$ cat config.mk
export PLATFORM = sky130hd
export DESIGN_NAME = code39_bar_width_decoder
export DESIGN_NICKNAME = d
export VERILOG_FILES = /design/src/rtl/c39bwd_pkg.sv /design/src/rtl/code39_bar_width_decoder.sv
export SDC_FILE = /design/constraint.sdc
export NUM_CORES = 2
export LEC_CHECK = 0
export BUFFER_PORTS_ARGS = -buffer_cell sky130_fd_sc_hd__buf_4
export CORE_MARGIN = 2
export CORE_UTILIZATION = 55
export DETAILED_ROUTE_END_ITERATION = 16
export GPL_TIMING_DRIVEN = 0
export PLACE_DENSITY = 0.73
export SETUP_SLACK_MARGIN = 0.1
export SYNTH_ARGS = -nofsm -noshare
export SYNTH_HDL_FRONTEND = slang
export SYNTH_SLANG_ARGS = --single-unit
$ cat constraint.sdc
create_clock -name clock -period 36.3 [get_ports clock]
set_input_delay 9.075 -clock clock [delete_from_list [all_inputs] [get_ports clock]]
set_output_delay 9.075 -clock clock [all_outputs]
set_load 0.05 [all_outputs]
$ cat src/rtl/c39bwd_pkg.sv
// shared constants, types and the symbol pattern table of the code 39 bar width decoder
package c39bwd_pkg;

   localparam int TIME_BITS  = 32;
   localparam int NUM_BARS   = 9;
   localparam int NUM_SYMS   = 27;
   localparam int STAR_INDEX = 26;
   localparam int BAR_IDX_BITS = $clog2(NUM_BARS);
   localparam int SYM_IDX_BITS = $clog2(NUM_SYMS);
   localparam int PAT_BITS   = 4 * NUM_BARS;

   localparam logic [6:0] ASCII_A = 7'd65;

   // request command codes
   localparam logic CMD_SAMPLE  = 1'b0;
   localparam logic CMD_RESTART = 1'b1;

   typedef logic [TIME_BITS-1:0]    width_type;
   typedef logic [PAT_BITS-1:0]     pattern_type;
   typedef logic [SYM_IDX_BITS-1:0] sym_idx_type;

   // one hex nibble per bar, first bar in the top nibble
   localparam pattern_type PATTERN_TABLE [NUM_SYMS] = '{
      36'h031312130, 36'h130213130, 36'h030213131, 36'h131203130, 36'h031203131,
      36'h130203131, 36'h131213030, 36'h031213031, 36'h130213031, 36'h131203031,
      36'h031213120, 36'h130213120, 36'h030213121, 36'h131203120, 36'h031203121,
      36'h130203121, 36'h131213020, 36'h031213021, 36'h130213021, 36'h131203021,
      36'h021213130, 36'h120213130, 36'h020213131, 36'h121203130, 36'h021203131,
      36'h120303131, 36'h121303031
   };

endpackage

$ cat src/rtl/code39_bar_width_decoder.sv
// code 39 bar width decoder: bar collection, rank selection, threshold and table match
//
//  channel | ports                                  | direction
//  --------+----------------------------------------+----------
//  req     | req_valid/req_ready, cmd level time_us  | in
//  rsp     | rsp_valid/rsp_ready, seven result fields| out
//
// a word that does not complete a character is answered in the cycle after it is taken.
// the word that ends the ninth bar starts a decode: the rank unit (one bar against all
// nine per cycle), threshold, digits, forward match, reverse match when the forward
// match fails, then the result write.
// req_ready is low while a decode runs or the result register is still full.
// reset is synchronous and clears the collector, the framing state and rsp_valid.
module code39_bar_width_decoder (
   input  logic                           clock,
   input  logic                           reset,
   input  logic                           req_valid,
   output logic                           req_ready,
   input  logic                           req_cmd,
   input  logic                           req_level,
   input  logic [31:0]                    req_time_us,
   output logic                           rsp_valid,
   input  logic                           rsp_ready,
   output logic                           rsp_char_done,
   output logic                           rsp_match_found,
   output logic [4:0]                     rsp_char_index,
   output logic                           rsp_reversed_match,
   output logic                           rsp_data_valid,
   output logic [6:0]                     rsp_data_char,
   output logic                           rsp_in_frame
);
   import c39bwd_pkg::*;

   localparam logic [2:0] ST_IDLE   = 3'd0;
   localparam logic [2:0] ST_RANK   = 3'd1;
   localparam logic [2:0] ST_THRESH = 3'd2;
   localparam logic [2:0] ST_DIGITS = 3'd3;
   localparam logic [2:0] ST_FWD    = 3'd4;
   localparam logic [2:0] ST_REV    = 3'd5;
   localparam logic [2:0] ST_FINISH = 3'd6;

   logic [2:0]              state_ff, state_in;
   logic                    level_known_ff, level_known_in;
   logic                    prev_level_ff, prev_level_in;
   width_type               edge_time_ff, edge_time_in;
   logic [BAR_IDX_BITS-1:0] bar_count_ff, bar_count_in;
   logic                    bar_color_ff [NUM_BARS];
   width_type               bar_width_ff [NUM_BARS];
   logic                    framed_ff, framed_in;

   logic [BAR_IDX_BITS-1:0] rank_idx_ff, rank_idx_in;
   width_type               sel_a_ff, sel_a_in;
   width_type               sel_b_ff, sel_b_in;
   width_type               thr_ff, thr_in;
   pattern_type             fwd_pat_ff, fwd_pat_in;
   pattern_type             rev_pat_ff, rev_pat_in;
   logic                    found_ff, found_in;
   logic                    rev_hit_ff, rev_hit_in;
   sym_idx_type             sym_ff, sym_in;

   logic                    rsp_valid_ff, rsp_valid_in;
   logic                    char_done_ff, char_done_in;
   logic                    match_found_ff, match_found_in;
   logic [4:0]              char_index_ff, char_index_in;
   logic                    reversed_ff, reversed_in;
   logic                    data_valid_ff, data_valid_in;
   logic [6:0]              data_char_ff, data_char_in;
   logic                    in_frame_ff, in_frame_in;

   logic                    accept;
   logic                    slot_free;
   logic                    bar_wr;
   width_type               new_width;
   logic [BAR_IDX_BITS:0]   rank_cnt;
   width_type               cur_width;
   logic                    match_hit;
   sym_idx_type             match_sym;
   pattern_type             match_pat;

   assign slot_free = !rsp_valid_ff || rsp_ready;
   assign req_ready = (state_ff == ST_IDLE) && slot_free;
   assign accept    = req_valid && req_ready;
   assign new_width = req_time_us - edge_time_ff;
   assign bar_wr    = accept && (req_cmd == CMD_SAMPLE) && level_known_ff &&
                      (req_level != prev_level_ff);
   assign cur_width = bar_width_ff[rank_idx_ff];

   // stable rank of the current bar among all nine
   always_comb begin
      rank_cnt = '0;
      for (int j = 0; j < NUM_BARS; j++) begin
         if ((bar_width_ff[j] < cur_width) ||
             ((bar_width_ff[j] == cur_width) && (BAR_IDX_BITS'(j) < rank_idx_ff))) begin
            rank_cnt = rank_cnt + (BAR_IDX_BITS+1)'(1);
         end
      end
   end

   // first table entry equal to the pattern under test
   always_comb begin
      match_pat = (state_ff == ST_REV) ? rev_pat_ff : fwd_pat_ff;
      match_hit = 1'b0;
      match_sym = '0;
      for (int s = NUM_SYMS - 1; s >= 0; s--) begin
         if (PATTERN_TABLE[s] == match_pat) begin
            match_hit = 1'b1;
            match_sym = SYM_IDX_BITS'(s);
         end
      end
   end

   always_comb begin
      state_in       = state_ff;
      level_known_in = level_known_ff;
      prev_level_in  = prev_level_ff;
      edge_time_in   = edge_time_ff;
      bar_count_in   = bar_count_ff;
      framed_in      = framed_ff;
      rank_idx_in    = rank_idx_ff;
      sel_a_in       = sel_a_ff;
      sel_b_in       = sel_b_ff;
      thr_in         = thr_ff;
      fwd_pat_in     = fwd_pat_ff;
      rev_pat_in     = rev_pat_ff;
      found_in       = found_ff;
      rev_hit_in     = rev_hit_ff;
      sym_in         = sym_ff;
      rsp_valid_in   = rsp_valid_ff && !rsp_ready;
      char_done_in   = char_done_ff;
      match_found_in = match_found_ff;
      char_index_in  = char_index_ff;
      reversed_in    = reversed_ff;
      data_valid_in  = data_valid_ff;
      data_char_in   = data_char_ff;
      in_frame_in    = in_frame_ff;

      unique case (state_ff)
         ST_IDLE: begin
            if (accept) begin
               if (req_cmd == CMD_RESTART) begin
                  framed_in      = 1'b0;
                  level_known_in = 1'b0;
                  prev_level_in  = 1'b0;
                  edge_time_in   = '0;
                  bar_count_in   = '0;
               end else if (!level_known_ff) begin
                  level_known_in = 1'b1;
                  prev_level_in  = req_level;
                  edge_time_in   = req_time_us;
               end else if (req_level != prev_level_ff) begin
                  prev_level_in = req_level;
                  edge_time_in  = req_time_us;
                  bar_count_in  = bar_count_ff + BAR_IDX_BITS'(1);
               end
               if (bar_wr && (bar_count_ff == BAR_IDX_BITS'(NUM_BARS - 1))) begin
                  // ninth bar: restart the collector and decode
                  level_known_in = 1'b0;
                  prev_level_in  = 1'b0;
                  edge_time_in   = '0;
                  bar_count_in   = '0;
                  rank_idx_in    = '0;
                  state_in       = ST_RANK;
               end else begin
                  rsp_valid_in   = 1'b1;
                  char_done_in   = 1'b0;
                  match_found_in = 1'b0;
                  char_index_in  = '0;
                  reversed_in    = 1'b0;
                  data_valid_in  = 1'b0;
                  data_char_in   = '0;
                  in_frame_in    = (req_cmd == CMD_RESTART) ? 1'b0 : framed_ff;
               end
            end
         end
         ST_RANK: begin
            if (rank_cnt == (BAR_IDX_BITS+1)'(5)) sel_a_in = cur_width;
            if (rank_cnt == (BAR_IDX_BITS+1)'(6)) sel_b_in = cur_width;
            rank_idx_in = rank_idx_ff + BAR_IDX_BITS'(1);
            if (rank_idx_ff == BAR_IDX_BITS'(NUM_BARS - 1)) state_in = ST_THRESH;
         end
         ST_THRESH: begin
            thr_in   = (sel_a_ff >> 1) + (sel_b_ff >> 1) +
                       {{(TIME_BITS-1){1'b0}}, sel_a_ff[0] & sel_b_ff[0]};
            state_in = ST_DIGITS;
         end
         ST_DIGITS: begin
            // black narrow 1, black wide 0, white narrow 3, white wide 2
            for (int k = 0; k < NUM_BARS; k++) begin
               fwd_pat_in[(NUM_BARS-1-k)*4 +: 4] =
                  {2'b00, !bar_color_ff[k], bar_width_ff[k] < thr_ff};
               rev_pat_in[k*4 +: 4] =
                  {2'b00, !bar_color_ff[k], bar_width_ff[k] < thr_ff};
            end
            state_in = ST_FWD;
         end
         ST_FWD: begin
            found_in   = match_hit;
            rev_hit_in = 1'b0;
            sym_in     = match_sym;
            state_in   = match_hit ? ST_FINISH : ST_REV;
         end
         ST_REV: begin
            found_in   = match_hit;
            rev_hit_in = match_hit;
            sym_in     = match_sym;
            state_in   = ST_FINISH;
         end
         ST_FINISH: begin
            if (slot_free) begin
               rsp_valid_in   = 1'b1;
               char_done_in   = 1'b1;
               match_found_in = found_ff;
               char_index_in  = found_ff ? 5'(sym_ff) : 5'd0;
               reversed_in    = rev_hit_ff;
               data_valid_in  = 1'b0;
               data_char_in   = '0;
               if (found_ff && (sym_ff == SYM_IDX_BITS'(STAR_INDEX))) begin
                  framed_in = !framed_ff;
               end else if (found_ff && framed_ff) begin
                  data_valid_in = 1'b1;
                  data_char_in  = ASCII_A + 7'(sym_ff);
               end
               in_frame_in = (found_ff && (sym_ff == SYM_IDX_BITS'(STAR_INDEX))) ?
                             !framed_ff : framed_ff;
               state_in    = ST_IDLE;
            end
         end
         default: state_in = ST_IDLE;
      endcase
   end

   always_ff @(posedge clock) begin
      if (reset) begin
         state_ff       <= ST_IDLE;
         level_known_ff <= 1'b0;
         prev_level_ff  <= 1'b0;
         edge_time_ff   <= '0;
         bar_count_ff   <= '0;
         framed_ff      <= 1'b0;
         rsp_valid_ff   <= 1'b0;
      end else begin
         state_ff       <= state_in;
         level_known_ff <= level_known_in;
         prev_level_ff  <= prev_level_in;
         edge_time_ff   <= edge_time_in;
         bar_count_ff   <= bar_count_in;
         framed_ff      <= framed_in;
         rsp_valid_ff   <= rsp_valid_in;
      end
   end

   // bar store, written one word at a time
   always_ff @(posedge clock) begin
      if (bar_wr) begin
         bar_color_ff[bar_count_ff] <= prev_level_ff;
         bar_width_ff[bar_count_ff] <= new_width;
      end
   end

   always_ff @(posedge clock) begin
      rank_idx_ff    <= rank_idx_in;
      sel_a_ff       <= sel_a_in;
      sel_b_ff       <= sel_b_in;
      thr_ff         <= thr_in;
      fwd_pat_ff     <= fwd_pat_in;
      rev_pat_ff     <= rev_pat_in;
      found_ff       <= found_in;
      rev_hit_ff     <= rev_hit_in;
      sym_ff         <= sym_in;
      char_done_ff   <= char_done_in;
      match_found_ff <= match_found_in;
      char_index_ff  <= char_index_in;
      reversed_ff    <= reversed_in;
      data_valid_ff  <= data_valid_in;
      data_char_ff   <= data_char_in;
      in_frame_ff    <= in_frame_in;
   end

   assign rsp_valid          = rsp_valid_ff;
   assign rsp_char_done      = char_done_ff;
   assign rsp_match_found    = match_found_ff;
   assign rsp_char_index     = char_index_ff;
   assign rsp_reversed_match = reversed_ff;
   assign rsp_data_valid     = data_valid_ff;
   assign rsp_data_char      = data_char_ff;
   assign rsp_in_frame       = in_frame_ff;

endmodule

==> flow_summary.json <==
{
  "ys.flop_type": "edfxtp_1",
  "leakage_nw": 18.8,
  "drt_iter0_drc": 3582,
  "hold_buffers": 0,
  "antenna_found_initial": 3,
  "dr.pass1.iters": 6,
  "postLayoutCellArea_um2": 48200,
  "cap_viol_max_count": 1,
  "cp-end-kind": "output port",
  "drive_above_1_share_pct": 12.7,
  "violations": "max-capacitance violations",
  "synthCells": 3339,
  "post-route-util_pct": 62.2,
  "num_vias": 29800,
  "finalHoldViolations": 0,
  "status": "finished, violations left",
  "clk-insertion-delay-late_ps": 630,
  "die_x_um": 284,
  "dp_slack_ps": 17550,
  "synth_cell_types": 88,
  "cts_tree": "yes",
  "setup_viol": 0,
  "final_cell_mix": "edfxtp_1 (662), ha_1 (644), a21oi_1 (255), mux4_2 (160), inv_1 (156)",
  "fin_hold_ws_ps": 450,
  "drv_slew": 0,
  "multi_input_area_um2": 21700,
  "cp_max_fo": 2,
  "startpoint_type": "primary input",
  "drc": 0,
  "synth-seq-cells": 709,
  "route.antenna.remaining_nets": 0,
  "avgSynthCellArea_um2": 12.9,
  "ctsResizeCount": 0,
  "ys_seq_area_share_pct": 48.3,
  "tns_ps": 0,
  "die-area_um2": 80600,
  "vdd_drop_max_v": 0.0000384,
  "grt_overflow": 0,
  "critPathKind": "primary input to output port",
  "io_pins": 57,
  "syn2layout_area_growth_pct": 11.8,
  "nets": 4193,
  "hold_path.class": "register to register",
  "cts_root_buf": "clkbuf_16",
  "initial_utilization_pct": 55.6,
  "grt_pass1_wl_um": 178000,
  "crit_slowest_cell": "buf_4",
  "chipHeight_um": 284,
  "place_area_um2": 45400,
  "core_area_um2": 77500,
  "ys_warn_count": 0,
  "crit_arrival_ps": 9680,
  "gp_congestion": 0.966,
  "fin_crit_sh_pct": 51.7,
  "dp_hpwl_um": 93400,
  "clock_path_buffers": 3,
  "cts_setup_buffers": 0,
  "worst_slew_pin_slew_ps": 1480,
  "fillCellCount": 5767,
  "n_antenna_cell": 0,
  "cpLargestDelayFamily": "buffers and inverters",
  "wl_per_cell_um": 25.8,
  "routed_wl_um": 119000,
  "setup_slack_ps": 17550,
  "path_buf_inv": 2,
  "io_buffers": 55,
  "grt_max_degree": 37,
  "fin_skew_ps": 35.9,
  "clkTransAtPathRegs_ps": 60,
  "cpMostUsedCell": "buf_4",
  "dr_wl_met3_um": 12600,
  "met1Wirelength_um": 49800,
  "final_common_cell": "edfxtp_1",
  "htreeDepth": 3,
  "cts_num_sinks": 709,
  "grt.total_usage_pct": 29.6,
  "r2r_slack_ps": 23910,
  "async_flop_share_pct": 0,
  "fp-row-count": 102,
  "syn-cell-area_um2": 43100,
  "rsz0062_at_grt": "no",
  "syn_nets": 4024,
  "fin_crit_ps": 18750,
  "power_density_nw_per_um2": 37.9,
  "synth_edf_count": 662,
  "cp_cell_sequence": "buf_4 -> nand2b_1 -> and2_1 -> buf_4",
  "cp.required_ps": 27230,
  "routed.top_layer": "met5",
  "grt_pass1_vias": 29374,
  "max_freq_ghz": 0.0533,
  "cpPeakStageDelay_ps": 190,
  "met2_length_um": 51900,
  "cts_buffers": 78,
  "regArea_um2": 20800,
  "viasPerCell": 6.46,
  "maxSlewHeadroom_pct": 1.00
}
[tightest hold or removal path, delay by kind of cell, from the launching register on]
kind	cells	cell delay, ps
flip-flops	1	310
AO/OA/AOI/OAI	1	50
AND/OR/NAND/NOR	1	50
[registers in the layout, indices dropped and copies added (netlist names), 5 cells and up, named ones only]
register	count
bar_color_ff	9
bar_width_ff	512
edge_time_ff	32
rev_pat_ff	17
rsp_char_index	5
rsp_data_char	6
sel_a_ff	32
sel_b_ff	32
sym_ff	5
thr_ff	32
[stage by stage]
step                      instances  power (W)
final                          4611    0.00183
after detailed placement       4467    0.00103
after global routing           4611    0.00187
after floorplan                3339   0.000992
after global placement         4434    0.00103
after CTS                      4610    0.00183
[per-layer routing]
metal	GRT usage (%)	up-vias
met5	0	-
met4	11.6	4
met3	6.47	213
met2	44.5	1347
met1	42.0	14700
li1	-	13536
[synthesized netlist by cell type, types with 17 or more instances]
cell type | instances | share of area (%)
clkbuf_1 | 45 | 0.39
nor2b_1 | 75 | 1.1
nor2_1 | 121 | 1.1
xor2_1 | 25 | 0.51
edfxtp_1 | 662 | 46
xnor2_1 | 47 | 0.96
nand4_1 | 94 | 1.4
nand2_1 | 146 | 1.3
a21oi_1 | 255 | 3.0
nor4_1 | 23 | 0.33
o21a_1 | 38 | 0.66
nand3_1 | 91 | 1.1
ha_1 | 644 | 19
inv_1 | 157 | 1.4
a21o_1 | 143 | 2.5
a2111oi_0 | 17 | 0.35
nand2b_1 | 85 | 1.2
mux4_2 | 160 | 8.4
nor3_1 | 39 | 0.45
dfxtp_1 | 47 | 2.2
o21ai_0 | 143 | 1.7
a211oi_1 | 28 | 0.49
and3_1 | 19 | 0.28
[cell families after synthesis]
logic type / Yosys count / share of synthesized area, %
XOR/XNOR: 77 / 1.72
adder cells (fa/ha/maj): 647 / 18.8
buffers and inverters: 220 / 1.93
AND/OR/NAND/NOR: 766 / 9.41
flip-flops: 709 / 48.3
multiplexers: 167 / 8.57
AO/OA/AOI/OAI: 753 / 11.2
[where the power goes]
| part | internal (W) | switching, W |
|---|---|---|
| sequential | 0.000922 | 0.00000184 |
| clock | 0.000464 | 0.000342 |
| combinational | 0.0000250 | 0.0000714 |
| total | 0.00141 | 0.000415 |
[area by class of cell]
class / count / share of cell area [%]
plain buffers: 63 / 0.509
clock buffers: 94 / 4.33
clock inverters: 49 / 1.04
inverters: 157 / 1.22
multi-input cells: 2410 / 45.1
flip-flops and latches: 709 / 43.2
well taps: 1040 / 2.70
repair buffers: 89 / 1.86
[final timing paths]
path | startpoint | endpoint | cells after the start
max | rsp_ready | req_ready | 4
min | edge_time_ff[16] | edge_time_ff[16] | 2
max reg2reg | register | sel_b_ff[27] | 43
min reg2reg | edge_time_ff[16] | edge_time_ff[16] | 2
(Power assumes the default switching activity.)
